==> src/mhd_pkg.sv <==
// Shared types and constants of the message header deframer.
package mhd_pkg;

    localparam int unsigned LEN_W     = 32;
    localparam int unsigned ID_W      = 32;
    localparam int unsigned MAGIC_W   = 16;
    localparam int unsigned CNT_W     = 4;
    localparam int unsigned TUSER_W   = 5;
    localparam int unsigned APB_AW    = 4;
    localparam int unsigned APB_DW    = 32;

    localparam logic [LEN_W-1:0] HEADER_BYTES = 32'd10;
    localparam logic [CNT_W-1:0] MAGIC_END    = 4'd2;
    localparam logic [CNT_W-1:0] LENGTH_END   = 4'd6;
    localparam logic [CNT_W-1:0] LAST_HDR_IDX = 4'd9;

    localparam logic [1:0] ST_OK         = 2'd0;
    localparam logic [1:0] ST_BAD_MAGIC  = 2'd1;
    localparam logic [1:0] ST_UNKNOWN_ID = 2'd2;
    localparam logic [1:0] ST_SHORT_LEN  = 2'd3;

    localparam logic [1:0] KIND_LOGIN = 2'd0;
    localparam logic [1:0] KIND_VIDEO = 2'd1;
    localparam logic [1:0] KIND_AUDIO = 2'd2;

    localparam logic [1:0] REG_MAGIC = 2'd0;
    localparam logic [1:0] REG_LOGIN = 2'd1;
    localparam logic [1:0] REG_VIDEO = 2'd2;
    localparam logic [1:0] REG_AUDIO = 2'd3;

    typedef struct packed {
        logic [MAGIC_W-1:0] magic_value;
        logic [ID_W-1:0]    login_id;
        logic [ID_W-1:0]    video_id;
        logic [ID_W-1:0]    audio_id;
    } t_cfg;

    typedef struct packed {
        logic [7:0] payload_byte;
        logic [1:0] kind;
        logic       last_of_message;
        logic       empty_message;
        logic [1:0] status;
    } t_result;

endpackage

==> src/mhd_cfg_regs.sv <==
// APB register bank holding the expected magic and the three message ids.
module mhd_cfg_regs
    import mhd_pkg::*;
(
    input  logic              i_clk,
    input  logic              i_rst_n,
    input  logic              psel,
    input  logic              penable,
    input  logic              pwrite,
    input  logic [APB_AW-1:0] paddr,
    input  logic [APB_DW-1:0] pwdata,
    output logic [APB_DW-1:0] prdata,
    output logic              pready,
    output t_cfg              o_cfg
);

    t_cfg       r_cfg;
    logic       wr_en;
    logic [1:0] reg_idx;

    assign pready  = 1'b1;
    assign wr_en   = psel & penable & pwrite & pready;
    assign reg_idx = paddr[APB_AW-1:2];

    always_ff @(posedge i_clk) begin
        if (!i_rst_n) begin
            r_cfg <= '0;
        end else if (wr_en) begin
            case (reg_idx)
                REG_MAGIC: r_cfg.magic_value <= pwdata[MAGIC_W-1:0];
                REG_LOGIN: r_cfg.login_id    <= pwdata;
                REG_VIDEO: r_cfg.video_id    <= pwdata;
                REG_AUDIO: r_cfg.audio_id    <= pwdata;
                default:   r_cfg             <= r_cfg;
            endcase
        end
    end

    always_comb begin
        case (reg_idx)
            REG_MAGIC: prdata = {{(APB_DW-MAGIC_W){1'b0}}, r_cfg.magic_value};
            REG_LOGIN: prdata = r_cfg.login_id;
            REG_VIDEO: prdata = r_cfg.video_id;
            REG_AUDIO: prdata = r_cfg.audio_id;
            default:   prdata = '0;
        endcase
    end

    assign o_cfg = r_cfg;

endmodule

==> src/mhd_parser.sv <==
// Input register, header collection, checks and payload counting.
module mhd_parser
    import mhd_pkg::*;
(
    input  logic       i_clk,
    input  logic       i_rst_n,
    input  logic       i_valid,
    input  logic [7:0] i_byte,
    output logic       o_ready,
    input  t_cfg       i_cfg,
    input  logic       i_out_free,
    output logic       o_res_valid,
    output t_result    o_res
);

    logic               r_in_valid;
    logic [7:0]         r_in_byte;
    logic [CNT_W-1:0]   r_count,   n_count;
    logic [MAGIC_W-1:0] r_magic,   n_magic;
    logic [LEN_W-1:0]   r_length,  n_length;
    logic [ID_W-1:0]    r_id,      n_id;
    logic [LEN_W-1:0]   r_remain,  n_remain;
    logic [1:0]         r_kind,    n_kind;
    logic               r_halted,  n_halted;
    logic               step;
    logic [LEN_W-1:0]   body_len;

    assign step    = r_in_valid & i_out_free;
    assign o_ready = ~r_in_valid | step;

    always_ff @(posedge i_clk) begin
        if (!i_rst_n) begin
            r_in_valid <= 1'b0;
        end else if (o_ready) begin
            r_in_valid <= i_valid;
        end
    end

    always_ff @(posedge i_clk) begin
        if (o_ready && i_valid) begin
            r_in_byte <= i_byte;
        end
    end

    assign body_len = r_length - HEADER_BYTES;

    always_comb begin
        n_count     = r_count;
        n_magic     = r_magic;
        n_length    = r_length;
        n_id        = r_id;
        n_remain    = r_remain;
        n_kind      = r_kind;
        n_halted    = r_halted;
        o_res_valid = 1'b0;
        o_res       = '0;

        if (step && !r_halted) begin
            if (r_remain != '0) begin
                n_remain              = r_remain - 1'b1;
                o_res_valid           = 1'b1;
                o_res.payload_byte    = r_in_byte;
                o_res.kind            = r_kind;
                o_res.last_of_message = (r_remain == {{(LEN_W-1){1'b0}}, 1'b1});
                o_res.status          = ST_OK;
            end else begin
                if (r_count < MAGIC_END) begin
                    n_magic = {r_magic[MAGIC_W-9:0], r_in_byte};
                end else if (r_count < LENGTH_END) begin
                    n_length = {r_length[LEN_W-9:0], r_in_byte};
                end else begin
                    n_id = {r_id[ID_W-9:0], r_in_byte};
                end

                if (r_count < LAST_HDR_IDX) begin
                    n_count = r_count + 1'b1;
                end else begin
                    // Final header byte: magic and length are complete, the id
                    // is completed by this byte.
                    n_count               = '0;
                    o_res_valid           = 1'b1;
                    o_res.last_of_message = 1'b1;
                    if (r_magic != i_cfg.magic_value) begin
                        n_halted     = 1'b1;
                        o_res.status = ST_BAD_MAGIC;
                    end else if (r_length < HEADER_BYTES) begin
                        n_halted     = 1'b1;
                        o_res.status = ST_SHORT_LEN;
                    end else if (n_id != i_cfg.login_id && n_id != i_cfg.video_id &&
                                 n_id != i_cfg.audio_id) begin
                        n_halted     = 1'b1;
                        o_res.status = ST_UNKNOWN_ID;
                    end else begin
                        if (n_id == i_cfg.login_id) begin
                            n_kind = KIND_LOGIN;
                        end else if (n_id == i_cfg.video_id) begin
                            n_kind = KIND_VIDEO;
                        end else begin
                            n_kind = KIND_AUDIO;
                        end
                        n_remain            = body_len;
                        // A message with payload gives nothing on its header.
                        o_res_valid         = (body_len == '0);
                        o_res.kind          = n_kind;
                        o_res.empty_message = 1'b1;
                        o_res.status        = ST_OK;
                    end
                end
            end
        end
    end

    always_ff @(posedge i_clk) begin
        if (!i_rst_n) begin
            r_count  <= '0;
            r_magic  <= '0;
            r_length <= '0;
            r_id     <= '0;
            r_remain <= '0;
            r_kind   <= KIND_LOGIN;
            r_halted <= 1'b0;
        end else begin
            r_count  <= n_count;
            r_magic  <= n_magic;
            r_length <= n_length;
            r_id     <= n_id;
            r_remain <= n_remain;
            r_kind   <= n_kind;
            r_halted <= n_halted;
        end
    end

endmodule

==> src/mhd_out_reg.sv <==
// Result register in front of the master stream interface.
module mhd_out_reg
    import mhd_pkg::*;
(
    input  logic    i_clk,
    input  logic    i_rst_n,
    input  logic    i_load,
    input  t_result i_res,
    output logic    o_free,
    output logic    o_valid,
    input  logic    i_ready,
    output t_result o_res
);

    logic    r_valid;
    t_result r_res;

    assign o_free = ~r_valid | i_ready;

    always_ff @(posedge i_clk) begin
        if (!i_rst_n) begin
            r_valid <= 1'b0;
        end else if (o_free) begin
            r_valid <= i_load;
        end
    end

    always_ff @(posedge i_clk) begin
        if (o_free && i_load) begin
            r_res <= i_res;
        end
    end

    assign o_valid = r_valid;
    assign o_res   = r_res;

endmodule

==> src/message_header_deframer.sv <==
// Top level of the message header deframer.
//
// Usage: the received byte stream enters on the slave stream channel, one byte
// per transaction. Each message starts with a 10-byte big-endian header
// (16-bit magic, 32-bit total length, 32-bit id), followed by length - 10
// payload bytes. Payload bytes leave on the master stream channel with the
// message kind in tuser and tlast on the final byte. A message of length 10
// gives one result flagged empty. Bad magic, a length below 10 or an unknown
// id gives one error result; after that every byte is taken and dropped until
// reset. Registers (magic and three ids) are to be written over the APB
// port only while the stream is idle; the block does not enforce this.
// An accepted byte sits in the input register; its result is loaded into the
// result register when that register is free (not holding a stalled result).
// Throughput: one byte per cycle while the receiver takes results, set by the
// single pass from input register to result register.
// Reset clears the valid flags of both registers, the header counter and the halt flag.
// When the receiver stalls, the result is held, the next byte waits in the
// input register and tready falls until the result is taken.
module message_header_deframer
    import mhd_pkg::*;
(
    input  logic               i_clk,
    input  logic               i_rst_n,
    input  logic               i_s_axis_tvalid,
    output logic               o_s_axis_tready,
    input  logic [7:0]         i_s_axis_tdata,   // [7:0] data_byte
    output logic               o_m_axis_tvalid,
    input  logic               i_m_axis_tready,
    output logic [7:0]         o_m_axis_tdata,   // [7:0] payload_byte
    output logic               o_m_axis_tlast,
    output logic [TUSER_W-1:0] o_m_axis_tuser,   // [1:0] kind, [2] empty_message, [4:3] status
    input  logic               psel,
    input  logic               penable,
    input  logic               pwrite,
    input  logic [APB_AW-1:0]  paddr,
    input  logic [APB_DW-1:0]  pwdata,
    output logic [APB_DW-1:0]  prdata,
    output logic               pready
);

    t_cfg    cfg;
    t_result step_res;
    t_result out_res;
    logic    step_valid;
    logic    out_free;

    mhd_cfg_regs u_cfg (
        .i_clk   (i_clk),
        .i_rst_n (i_rst_n),
        .psel    (psel),
        .penable (penable),
        .pwrite  (pwrite),
        .paddr   (paddr),
        .pwdata  (pwdata),
        .prdata  (prdata),
        .pready  (pready),
        .o_cfg   (cfg)
    );

    mhd_parser u_parser (
        .i_clk       (i_clk),
        .i_rst_n     (i_rst_n),
        .i_valid     (i_s_axis_tvalid),
        .i_byte      (i_s_axis_tdata),
        .o_ready     (o_s_axis_tready),
        .i_cfg       (cfg),
        .i_out_free  (out_free),
        .o_res_valid (step_valid),
        .o_res       (step_res)
    );

    mhd_out_reg u_out (
        .i_clk   (i_clk),
        .i_rst_n (i_rst_n),
        .i_load  (step_valid),
        .i_res   (step_res),
        .o_free  (out_free),
        .o_valid (o_m_axis_tvalid),
        .i_ready (i_m_axis_tready),
        .o_res   (out_res)
    );

    assign o_m_axis_tdata = out_res.payload_byte;
    assign o_m_axis_tlast = out_res.last_of_message;
    assign o_m_axis_tuser = {out_res.status, out_res.empty_message, out_res.kind};

endmodule

==> config.mk <==
export PLATFORM = sky130hd
export DESIGN_NAME = message_header_deframer
export DESIGN_NICKNAME = d
export VERILOG_FILES = /design/src/mhd_pkg.sv /design/src/mhd_cfg_regs.sv /design/src/mhd_parser.sv /design/src/mhd_out_reg.sv /design/src/message_header_deframer.sv
export SDC_FILE = /design/constraint.sdc
export NUM_CORES = 1
export LEC_CHECK = 0
export ABC_CLOCK_PERIOD_IN_PS = 7250
export BUFFER_PORTS_ARGS = -buffer_cell sky130_fd_sc_hd__buf_2
export CAP_MARGIN = 20
export CORE_ASPECT_RATIO = 1.2
export CORE_MARGIN = 4
export CORE_UTILIZATION = 61
export DETAILED_ROUTE_END_ITERATION = 16
export PLACE_DENSITY_LB_ADDON = 0.08
export RECOVER_POWER = 50
export SLEW_MARGIN = 5
export SYNTH_ARGS = -nofsm -noshare
export SYNTH_HDL_FRONTEND = slang
export SYNTH_SLANG_ARGS = --single-unit
==> constraint.sdc <==
create_clock -name i_clk -period 7.25 [get_ports i_clk]
set_input_delay 1.45 -clock i_clk [delete_from_list [all_inputs] [get_ports i_clk]]
set_output_delay 1.45 -clock i_clk [all_outputs]
set_load 0.01 [all_outputs]
Word level (Yosys, flattened, before mapping). Cells that the tools add are included.

Bits in registers: 255. Latch bits: 0. Memory bits (writable): 0. Bits in read-only memories: 0. Input bits: 51. Output and inout port bits: 49. Word-level logic and storage cells: 112. Memories: 0.

$add $sub $neg: 3. Multipliers: 0. Div/mod/pow operators: 0. Order comparisons: 4. Equal/unequal tests: 14. Shift-type cells: 0. Multiplexer cells: 33. Bitwise operators: 14. Reductions and logical operators: 24.

Operator list (number): $mux 32 (9); $pmux 32 s4 (1); $ne 32x32->1 (3); $eq 32x32->1 (2); $eq 32x1->1 const B (1); $logic_not 32->1 (1); $lt 32x4->1 const B (1); $reduce_bool 32->1 (1); $sub 32x1->32 const B (1); $sub 32x4->32 const B (1); $mux 2 (8); $ne 16x16->1 (1); $mux 1 (12); $reduce_and 2->1 (6); $not 1->1 (9); $ne 2x1->1 const B (4); $reduce_and 4->1 (2); $mux 6 (1); $reduce_and 6->1 (1); $logic_and 1x1->1 (5); $reduce_and 5->1 (1); $reduce_or 5->1 (1); $add 4x1->4 const B (1); $eq 2x2->1 const B (2); other kinds (14) (17).

Logic depth before layout (Yosys ltp). Gate-level depths: netlist (run 1).

Word-level depth: 15. Depth in mapped cells: 15. Mapped depth without buffers: 11.

Modules after synthesis. Synthesis (run 1) repeated with hierarchy kept, for this count alone.

Cells, all modules: 1745. Area total of the unflattened synthesis: 14625.3 sq um.

Modules (own cells, without submodules): mhd_parser (times used 1, cells each 1263, area an instance 9236.4 sq um, sequential area each 2642.5 sq um); mhd_cfg_regs (times used 1, cells each 463, area an instance 4911.0 sq um, sequential area each 2242.2 sq um); mhd_out_reg (times used 1, cells each 19, area an instance 478.0 sq um, sequential area each 440.4 sq um).

Worst setup path before layout (run 1). Ideal clock, no wire load.

Kind: input port to output port. Start: in paddr[2]. End: out prdata[31]. Data arrival time: 2738 ps. Required time: 5800 ps. Path slack: 3062 ps. Stages on the path: 6. Path through: clkbuf_1 -> clkbuf_1 -> clkbuf_1 -> nand2_1 -> o21ai_0 -> a22o_1.

Cells in the longest elaborated chain, start to end: 2. Elaborated cells on any way between the ends: 5.

RTL lines: from (decl) (RTL line message_header_deframer.sv:35) `input logic [APB_AW-1:0] paddr,`; $eq 2x2->1, or another cell as far along (RTL line mhd_cfg_regs.sv:40) `case (reg_idx)`; $pmux 32 s4 * (RTL line mhd_cfg_regs.sv:40); to (decl) (RTL line message_header_deframer.sv:37) `output logic [APB_DW-1:0] prdata,`.

Mark *: on every way between the ends. The rest lies on a longest branch, timed or not.

Final worst setup path (run 1).
Start: in paddr[2]. End: out prdata[0].

Same word-level chain as after synthesis.

==> summary.txt, run 1 <==
Outcome
  – Status: finished, violations left
  – Failing checks: capacitance limit, slew limit

Timing
  – Max-slew violation count: between 150 and 200
  – Worst-Margin Slew: 2.39 ns
  – Fmax: a little under 200 MHz
  – RSZ-0062 raised after global routing: false
  – Slew headroom: -0.595
  – # setup viols final: 0
  – Clk_skew: roughly 0.020 ns
  – Final Hold Vio Count: 0
  – Final Critical Period: 5.10 ns
  – Setup_tns: 0 ns
  – Worst hold slack: around 0.46 ns
  – Final period util: 0.703

Synthesis
  – FF+latch count, synth: 255
  – Synth Area per Inst: a little under 8 µm²
  – Yosys top cell area share: 0.333
  – Synth area leaders: dfxtp_1 (33%), nand2_1 (12%), a21oi_1 (7.8%)
  – Sequential fraction of the synthesis area: 0.380
  – Netlist cell types: 77
  – Post-synth net total: about 1900
  – Synth async-reset ratio: 0
  – Gate Count Post-Synth: 1804
  – Post-synth EDFFs: 22
  – Most used flip-flop cell after synthesis: dfxtp_1
  – Leading area contributor after synthesis: dfxtp_1
  – Cell area after synthesis: around 0.014 mm²
  – Ys Warns: 0

Worst hold path
  – Hold path start: u_parser.r_magic[15]
  – Min-Delay Path Class: reg2reg

Global routing
  – Largest net degree at the start of global routing: 148
  – Initial antenna violation count: 1
  – Total gr overflow: 0
  – Vias in the first global route: ~13000
  – First-pass GRT wire length: slightly below 80000 µm
  – GRT Total Usage: 0.388

Worst setup path
  – Startpoint types: input port
  – Critical Path RT: around 5.8 ns
  – Crit Reg-Reg Startpoint: u_parser.r_count[1]
  – Slowest cell on crit path: clkbuf_1
  – Crit. End Element: output pin
  – Top cell family by delay on the critical path: buffers and inverters
  – Type of the worst setup path: in2out
  – CP startpoint: paddr[2]
  – CP Cell Sequence: clkbuf_1 -> buf_4 -> mux4_2 -> buf_2
  – Arrival @ worst endpoint: 3.65 ns
  – WP buf/inv: 3
  – Crit path max fanout: 24
  – CP peak stage delay: slightly below 0.9 ns

Finish
  – Nets: around 1900
  – ANT cells: 0
  – Layout cells sized above 1: 0.0998
  – Synthesis-to-layout area growth: 8.75%

Floorplanning
  – Top Ports: 100
  – Initial Util: 0.622
  – Total Die Area: about 0.025 mm²
  – FP Rows: 60
  – Core Region: roughly 0.023 mm²
  – Die Ht: between 150 and 200 µm
  – Die span in x: between 100 and 150 µm

Run
  – Max Cap Viol: 5

CTS
  – Longest Clk Path Bufs: 3
  – Worst-path clk slew: 0.06 ns
  – Worst-Skew Late Latency: approximately 0.55 ns
  – CTS tree: built
  – CTS Buf Count: 26
  – # clock sinks: around 260
  – Setup repair bufs after CTS: 0
  – Root Driver: clkbuf_16
  – Post-CTS Resized: 0
  – Cts hold-fix bufs: 0
  – H-tree Lvls: 1

Routing
  – Iter 0 DRT Violations: 1559
  – Via-to-Cell Ratio: ~6.6
  – Wire length per cell: about 24 µm
  – Drt pass-1 iters: 8
  – DR vias: between 10000 and 15000
  – Final WL: approximately 51000 µm
  – Routed Antenna Nets: 0
  – DR DRC count: 0

Power and ir drop
  – Peak supply drop: 0.188 mV
  – PD cells: slightly below 300 mW/mm²
  – Pleak: 5.52 nW

Place
  – Post-DP HPWL: between 30000 and 40000 µm
  – PortBufs: between 90 and 100
  – RePlAce Congestion: 1.07
-- worst reg2reg max path: stages (launching register included) --
cell	delay (ns)
dfxtp_1	0.56
a21o_1	0.79
mux2i_1	0.35
o22ai_1	0.11
a221oi_1	0.57
o2111ai_1	0.21
or4_1	0.61
a31oi_4	0.54
nor2_4	0.23
o32ai_1	0.37
-- synthesized netlist by cell type (8+ instances only) --
library cell and n:
o21ai_0 35, mux4_2 16, nand4_1 20, xor2_1 55, buf_2 11, a22o_1 23, or4_1 10, mux2_2 11
o22ai_1 32, nand2_1 454, o2bb2ai_1 8, and3_1 11, dfxtp_1 233, o221ai_1 13, nor2_1 67, nor4_1 37
edfxtp_1 22, or3_1 12, nor3_1 45, a31oi_1 8, a21oi_1 219, inv_1 68, xnor2_1 72, nand3_1 34
mux2i_1 16, clkbuf_1 122, o211ai_1 13
-- sequential cells by signal (all words and copies together) (netlist names) --
| signal | count |
|---|---|
| u_cfg.o_cfg | 112 |
| u_parser.r_id | 32 |
| u_parser.r_length | 32 |
| u_parser.r_remain | 32 |
| u_parser.r_magic | 16 |
| u_out.o_res | 14 |
| u_parser.r_in_byte | 8 |
| u_parser.r_count | 4 |
| u_parser.r_kind | 2 |
| u_out.o_valid | 1 |
| u_parser.r_halted | 1 |
| u_parser.r_in_valid | 1 |
-- through the flow --
| stage | util | std cells | instance area [µm²] | worst slack, ns | total power [W] |
|---|---|---|---|---|---|
| final | 0.677 | 2102 | 15200 | 2.15 | 0.00450 |
| after global routing | 0.677 | 2102 | 15200 | 2.07 | 0.00470 |
| after CTS | 0.678 | 2101 | 15300 | 2.68 | 0.00447 |
| after floorplan | - | 1804 | 14000 | 3.06 | 0.00267 |
| after global placement | 0.639 | 2052 | 14400 | 2.42 | 0.00307 |
| after detailed placement | 0.639 | 2053 | 14400 | 2.68 | 0.00311 |
-- cell type report --
cell class,count,area [µm²]
flip-flops and latches,255,5330
repair buffers,116,612
clock inverters,12,141
clock buffers,36,729
well taps,279,349
multi-input cells,1336,7820
inverters,68,260
fillers,1925,7280
-- where the power goes --
group | leakage (nW) | internal, W | switching [W]
registers | 2.09 | 0.00153 | 0.000102
logic | 3.00 | 0.000465 | 0.00104
clock network | 0.424 | 0.000783 | 0.000581
total | 5.52 | 0.00277 | 0.00172
-- path summary, 6_finish.rpt --
check / to / slack [ns] / depth (start not counted)
worst max-delay path: prdata[0] / 2.15 / 4
worst min register to register: u_parser.r_magic[15] / 0.46 / 2
worst max register to register: u_parser.r_remain[26] / 2.80 / 9
worst min-delay path: u_parser.r_magic[15] / 0.46 / 2
-- metal layers --
layer | up-vias | routed length [µm] | share of wire | global-route usage
met5 | - | 12 | 0.00024 | 0
met4 | 2 | 3700 | 0.072 | 0.224
li1 | 6308 | - | - | -
met1 | 6612 | 18200 | 0.36 | 0.461
met3 | 206 | 4360 | 0.085 | 0.0568
met2 | 803 | 24800 | 0.49 | 0.667
-- placed cells by master (no fill, tap or decap), types with 16 or more instances in the layout --
cell type,netlist,routed
nand2_1,454,454
dfxtp_1,233,233
a21oi_1,219,219
buf_2,11,77
xnor2_1,72,72
inv_1,68,67
nor2_1,67,65
xor2_1,55,55
nor3_1,45,46
nor4_1,37,37
o21ai_0,35,34
nand3_1,34,34
o22ai_1,32,32
clkbuf_1,122,30
clkbuf_16,0,27
a22o_1,23,23
edfxtp_1,22,22
nand4_1,20,20
mux4_2,16,16
mux2i_1,16,16
-- cell families (layout without fill, tap and decap cells) --
| family | count (synthesis) | in the layout | synth area share |
|---|---|---|---|
| mux | 44 | 44 | 0.0468 |
| simple gates | 724 | 724 | 0.230 |
| flops | 255 | 255 | 0.380 |
| fa+ha+maj | 5 | 5 | 0.00446 |
| buf+inv | 213 | 232 | 0.0626 |
| compound gates | 435 | 435 | 0.197 |
| xor+xnor | 127 | 127 | 0.0794 |
| other cells | 1 | 1 | 0.000268 |
No activity file was read; power rests on OpenSTA's default activity.
==> run 2, diff against run 1 <==
--- a/config.mk
+++ b/config.mk
@@ -5,7 +5,7 @@
 export SDC_FILE = /design/constraint.sdc
 export NUM_CORES = 1
 export LEC_CHECK = 0
-export ABC_CLOCK_PERIOD_IN_PS = 7250
+export ABC_CLOCK_PERIOD_IN_PS = 5100
 export BUFFER_PORTS_ARGS = -buffer_cell sky130_fd_sc_hd__buf_2
 export CAP_MARGIN = 20
 export CORE_ASPECT_RATIO = 1.2
==> constraint.sdc (replaced) <==
create_clock -name i_clk -period 5.1 [get_ports i_clk]
set_input_delay 1.02 -clock i_clk [delete_from_list [all_inputs] [get_ports i_clk]]
set_output_delay 1.02 -clock i_clk [all_outputs]
set_load 0.01 [all_outputs]
==> summary.txt, run 2 (synthesis results as in run 1) <==
Outcome
  – Status: finished, violations left
  – Failing checks: capacitance limit, slew limit

Power and ir drop
  – Combinational power share: 0.331 (-0.004)
  – Pleak: 5.51 nW (-0.25%)
  – Seq pwr share: 0.367 (+0.005)
  – Clock power frac: 0.302 (about the same)
  – Internal power: 0.00391 W (+41%)
  – PD cells: 415 mW/mm² (+41%)
  – Sw frac: 0.380 (-0.00298)
  – Net switching power: 0.00240 W (+39%)
  – Peak supply drop: 0.312 mV (+66%)

Worst setup path
  – CP startpoint: u_parser.r_count[1]
  – CP Cell Sequence: a21oi_4 -> buf_4 -> mux2i_1 -> xor2_1 -> o221ai_1 -> nor4_1 -> nand4_1 -> a31oi_4 -> nor2_4 -> o32ai_1
  – Top cell family by delay on the critical path: compound AO/OA/AOI/OAI gates
  – Crit path max fanout: 18 (-25%)
  – Crit. End Element: register
  – Type of the worst setup path: reg2reg
  – CP peak stage delay: 0.63 ns (-0.24 ns)
  – WP buf/inv: 1 (-2)
  – Slowest cell on crit path: a31oi_4
  – Startpoint types: register
  – Arrival @ worst endpoint: 4.58 ns (+0.93 ns)
  – Critical Path RT: 5.54 ns (-0.26 ns)
  – Crit Reg-Reg Startpoint: u_parser.r_count[1]

Finish
  – Largest register FFs: 112 (unchanged)
  – Synthesis-to-layout area growth: 8.52%
  – Final Cell Area: 0.0152 mm² (-0.21%)
  – Most common cell after layout, fill and taps aside: nand2_1
  – Area of the multi-input gates: 0.00781 mm² (-0.22%)
  – Most frequent cells in the layout: nand2_1 (454), dfxtp_1 (233), a21oi_1 (219), xnor2_1 (72), buf_2 (69)
  – Fillers: 1814 (-5.8%)
  – Layout cells sized above 1: 0.100 (+0.000384)
  – Register Area: 0.00533 mm² (unchanged)
  – Fin util: 0.675 (-0.00144)
  – Nets: 1864 (+0.27%)
  – ANT cells: 0 (unchanged)

Timing
  – Fmax: roughly 240 MHz
  – Slew headroom: -0.207 (+0.387)
  – Clk_skew: 0.0148 ns (-0.00479 ns)
  – Final Critical Period: around 4.1 ns
  – Max-slew violation count: 38 (-78%)
  – Worst-Margin Slew: 1.81 ns (-0.581 ns)
  – Final Hold Vio Count: 0 (unchanged)
  – Final period util: 0.812
  – # setup viols final: 0 (unchanged)
  – Setup_tns: 0 ns (unchanged)
  – RSZ-0062 raised after global routing: false

CTS
  – Longest Clk Path Bufs: 3 (unchanged)
  – CTS Buf Count: 25 (-3.8%)
  – Setup repair bufs after CTS: 0 (unchanged)
  – Cts hold-fix bufs: 0 (unchanged)
  – Post-CTS Resized: 0 (unchanged)
  – Worst-Skew Late Latency: 0.56 ns (about the same)
  – Root Driver: clkbuf_16
  – # clock sinks: 255 (unchanged)
  – H-tree Lvls: 1 (unchanged)
  – Worst-path clk slew: 0.06 ns (about the same)
  – CTS tree: built

Routing
  – Drt pass-1 iters: 9 (+1)
  – Wire length per cell: 25.2 µm (+3.9%)
  – Routed Antenna Nets: 0 (unchanged)
  – DR vias: 14300 (+2.4%)
  – DR DRC count: 0 (unchanged)
  – Final WL: 53100 µm (+4.1%)
  – Via-to-Cell Ratio: 6.78 (+2.3%)
  – Iter 0 DRT Violations: 1387 (-11%)

Global routing
  – Vias in the first global route: 13700 (+4.1%)
  – First-pass GRT wire length: 80500 µm (+3.5%)
  – Total gr overflow: 0 (unchanged)
  – Largest net degree at the start of global routing: 101 (-32%)
  – Initial antenna violation count: 0 (-1)
  – GRT Total Usage: 0.404 (+0.0168)

Floorplanning
  – Initial Util: 0.622 (unchanged)
  – Core Region: 0.0225 mm² (unchanged)
  – FP Rows: 60 (unchanged)
  – Die Ht: 174 µm (unchanged)
  – Total Die Area: 0.0255 mm² (unchanged)
  – Top Ports: 100 (unchanged)
  – Die span in x: 146 µm (unchanged)

Place
  – Post-DP HPWL: 38400 µm (+4.4%)
  – RePlAce Congestion: 1.11 (+3.3%)
  – DP Area: 0.0144 mm² (+0.30%)
  – PortBufs: 96 (unchanged)

Worst hold path
  – Hold path start: u_parser.r_id[28]
  – Min-Delay Path Class: reg2reg

Run
  – Max Cap Viol: 1 (-4)
[run 2: cell types whose count changed in the layout (fill, tap and decap cells not counted), sizes merged]
cell,before,now
bufinv,2,1
buf,93,92
clkinv,6,5
inv,71,69
clkbuf,59,67
[run 2: worst min-delay path, stage by stage, from the launching register on]
cell and delay, ns:
dfxtp_1 0.32, nand2_1 0.05, a21oi_1 0.05
[run 2: power by group through the flow]
| stage | Combinational (W) | Clock (W) | Sequential, W |
|---|---|---|---|
| after floorplan | 0.00149 | 0 | 0.00231 |
| after global placement | 0.00200 | 0 | 0.00234 |
| after detailed placement | 0.00205 | 0 | 0.00235 |
| after CTS | 0.00206 | 0.00190 | 0.00231 |
| after global routing | 0.00227 | 0.00199 | 0.00233 |
| final | 0.00209 | 0.00190 | 0.00232 |
[run 2: stage by stage]
stage,worst slack [ns],hold slack [ns],std cells,total power (W)
final,0.960,0.467,2105,0.00631
after global routing,0.804,0.499,2105,0.00658
after CTS,1.10,0.472,2105,0.00626
after detailed placement,1.13,0.461,2060,0.00440
after global placement,1.19,0.451,2060,0.00434
after floorplan,1.23,0.441,1804,0.00380
[run 2: path summary, 6_finish.rpt]
kind         depth (start not counted)                   end  slack, ns
max reg2reg                         10  u_parser.r_remain[4]       0.96
max                                 10  u_parser.r_remain[4]       0.96
min                                  2     u_parser.r_id[28]       0.47
min reg2reg                          2     u_parser.r_id[28]       0.47
[run 2: cell type report]
cell class	count	area share
clock inverter	8	0.00543
sequential	255	0.350
clock buffer	37	0.0494
inverter	68	0.0171
tap	279	0.0230
multi-input combinational	1336	0.513
timing repair buffer	122	0.0416
[run 2: layer usage]
layer | vias up | track usage | part of all wire
li1 | 6319 | - | -
met1 | 6692 | 0.454 | 0.33
met2 | 985 | 0.704 | 0.48
met3 | 271 | 0.0701 | 0.097
met4 | 0 | 0.262 | 0.084
met5 | - | 0 | 0
==> run 3, diff against run 2 <==
--- a/config.mk
+++ b/config.mk
@@ -5,12 +5,12 @@
 export SDC_FILE = /design/constraint.sdc
 export NUM_CORES = 1
 export LEC_CHECK = 0
-export ABC_CLOCK_PERIOD_IN_PS = 5100
+export ABC_CLOCK_PERIOD_IN_PS = 3700
 export BUFFER_PORTS_ARGS = -buffer_cell sky130_fd_sc_hd__buf_2
 export CAP_MARGIN = 20
 export CORE_ASPECT_RATIO = 1.2
 export CORE_MARGIN = 4
-export CORE_UTILIZATION = 61
+export CORE_UTILIZATION = 55
 export DETAILED_ROUTE_END_ITERATION = 16
 export PLACE_DENSITY_LB_ADDON = 0.08
 export RECOVER_POWER = 50
==> constraint.sdc (replaced) <==
create_clock -name i_clk -period 3.7 [get_ports i_clk]
set_input_delay 0.74 -clock i_clk [delete_from_list [all_inputs] [get_ports i_clk]]
set_output_delay 0.74 -clock i_clk [all_outputs]
set_load 0.01 [all_outputs]
==> summary.txt, run 3 (synthesis results as in run 1) <==
CTS
  – Worst-path clk slew: 0.06 ns (about the same)
  – CTS tree: built
  – H-tree Lvls: 1 (unchanged)
  – Longest Clk Path Bufs: 3 (unchanged)
  – Root Driver: clkbuf_16
  – Worst-Skew Late Latency: 0.56 ns (about the same)
  – CTS Buf Count: 26 (+4.0%)
  – # clock sinks: 255 (unchanged)

Worst setup path
  – R2R Setup Slk: 0.14 ns (-0.82 ns)
  – Crit path to: u_parser.r_remain[17]
  – CP peak stage delay: 0.56 ns (-0.07 ns)
  – Slowest cell on crit path: or4_1
  – Crit. End Element: register
  – Worst r2r path cells: 10 (unchanged)
  – Type of the worst setup path: reg2reg
  – Reg2reg end: u_parser.r_remain[17]
  – Crit path max fanout: 17 (-1)
  – Critical Path RT: 4.12 ns (-1.42 ns)
  – Arrival @ worst endpoint: 3.98 ns (-0.60 ns)
  – CP Cell Sequence: a21o_1 -> mux2i_1 -> o22ai_1 -> a221oi_1 -> o2111ai_1 -> or4_1 -> a31oi_4 -> buf_12 -> nor2_4 -> o41ai_2
  – Crit Reg-Reg Startpoint: u_parser.r_count[1]
  – CP startpoint: u_parser.r_count[1]
  – Startpoint types: register

Timing
  – # setup viols final: 0 (unchanged)
  – Final period util: 0.963 (+0.151)
  – Final Critical Period: 3.56 ns (-0.577 ns)
  – Max-slew violation count: 96 (+150%)
  – Worst hold slack: 0.356 ns (-0.112 ns)
  – Clk_skew: 0.0314 ns (+0.0166 ns)
  – Slew headroom: -0.173 (+0.0341)
  – Final Hold Vio Count: 0 (unchanged)
  – Fmax: 281 MHz (+16%)
  – Setup_tns: 0 ns (unchanged)
  – Worst-Margin Slew: 1.76 ns (-0.0512 ns)
  – RSZ-0062 raised after global routing: false

Routing
  – Final WL: 54200 µm (+2.0%)
  – DR DRC count: 0 (unchanged)
  – Via-to-Cell Ratio: 6.38 (-5.9%)
  – Wire length per cell: 24.5 µm (-2.9%)
  – Drt pass-1 iters: 6 (-3)
  – DR vias: 14100 (-1.1%)
  – Iter 0 DRT Violations: 1292 (-6.8%)
  – Routed Antenna Nets: 0 (unchanged)

Outcome
  – Failing checks: capacitance limit, slew limit
  – Status: finished, violations left

Finish
  – Synthesis-to-layout area growth: 12.5%
  – Final Cell Area: 0.0158 mm² (+3.7%)
  – Fillers: 2235 (+23%)
  – ANT cells: 0 (unchanged)
  – Final Non-Filler Cells: 2211 (+5.0%)
  – Most common cell after layout, fill and taps aside: nand2_1
  – Layout cells sized above 1: 0.127 (+0.0270)
  – Largest register FFs: 112 (unchanged)
  – Nets: 1922 (+3.1%)
  – Most frequent cells in the layout: nand2_1 (454), dfxtp_1 (233), a21oi_1 (219), buf_4 (76), xnor2_1 (72)

Place
  – DP Area: 0.0149 mm² (+3.6%)
  – Post-DP HPWL: 40400 µm (+5.2%)
  – RePlAce Congestion: 1.02 (-7.6%)
  – Cells after DPL: 2162 (+5.0%)
  – PortBufs: 96 (unchanged)

Floorplanning
  – Die span in x: 154 µm (+5.0%)
  – Core Region: 0.0249 mm² (+11%)
  – Total Die Area: 0.0281 mm² (+10%)
  – Initial Util: 0.563 (-0.0596)
  – Top Ports: 100 (unchanged)
  – FP Rows: 63 (+5.0%)
  – Die Ht: 183 µm (+5.1%)

Global routing
  – Largest net degree at the start of global routing: 96 (-5.0%)
  – Vias in the first global route: 13600 (-0.66%)
  – Initial antenna violation count: 0 (unchanged)
  – GRT Total Usage: 0.373 (-0.0317)
  – First-pass GRT wire length: 81600 µm (+1.4%)
  – Total gr overflow: 0 (unchanged)

Worst hold path
  – Min-Delay Path Class: in2reg

Power and ir drop
  – Pleak: 5.79 nW (+5.2%)
  – Peak supply drop: 0.375 mV (+20%)
  – PD cells: 564 mW/mm² (+36%)
  – Total power: 0.00889 W (+41%)

Run
  – Max Cap Viol: 1 (unchanged)
==> run 3: layout make-up <==
| type | instances | area [µm²] | area share |
|---|---|---|---|
| Sequential cell | 255 | 5330 | 0.338 |
| Multi-Input combinational cell | 1337 | 7830 | 0.496 |
| Tap cell | 325 | 407 | 0.0258 |
| Clock buffer | 39 | 781 | 0.0495 |
| Clock inverter | 9 | 93.8 | 0.00595 |
| Timing Repair Buffer | 178 | 1070 | 0.0681 |
| Inverter | 68 | 259 | 0.0164 |
==> run 3: worst min path at each step <==
stage	startpoint	end	slack (ns)	depth (start not counted)
6_report	i_s_axis_tdata[7]	u_parser.r_in_byte[7]	0.36	1
4_1_cts	i_s_axis_tdata[7]	u_parser.r_in_byte[7]	0.35	1
3_3_place_gp	u_parser.r_magic[10]	u_parser.r_magic[10]	0.45	2
2_1_floorplan	u_parser.r_remain[26]	u_parser.r_remain[26]	0.44	2
3_5_place_dp	u_parser.r_magic[12]	u_parser.r_magic[12]	0.46	2
5_1_grt	i_s_axis_tdata[0]	u_parser.r_in_byte[0]	0.35	1
==> run 3: critical path, delay by kind of cell (launching register included) <==
| family | cells | cell delay (ns) |
|---|---|---|
| AOI/OAI and AO/OA | 6 | 1.61 |
| and+or+nand+nor | 2 | 0.67 |
| buffers and inverters | 1 | 0.18 |
| muxes | 1 | 0.50 |
| DFF | 1 | 0.48 |
==> run 3: what timing repair did <==
action | in CTS | in global routing
hold buffers | 0 | 0
setup buffers | 0 | 0
gates resized for setup | 0 | 0
endpoints found under the setup margin | 0 | 20
==> run 3: layer usage <==
metal	track usage	vias to the layer above	part of all wire
met4	0.239	0	0.081
met1	0.429	6721	0.36
met2	0.652	725	0.49
li1	-	6440	-
met3	0.0503	219	0.072
met5	0	-	0
==> run 3: power breakdown <==
group / leakage (nW) / internal (W) / switching (W) / total, W
Sequential: 2.09 / 0.00299 / 0.000182 / 0.00317
Clock: 0.424 / 0.00153 / 0.00113 / 0.00266
Combinational: 3.27 / 0.00102 / 0.00203 / 0.00305
Total: 5.79 / 0.00555 / 0.00334 / 0.00889
==> run 3: per-stage QoR <==
| stage | utilization | setup slack, ns |
|---|---|---|
| floorplan | - | 0.228 |
| global placement | 0.600 | 0.275 |
| detailed placement | 0.600 | 0.239 |
| CTS | 0.635 | 0.203 |
| global route | 0.633 | 0.0146 |
| finish | 0.633 | 0.136 |
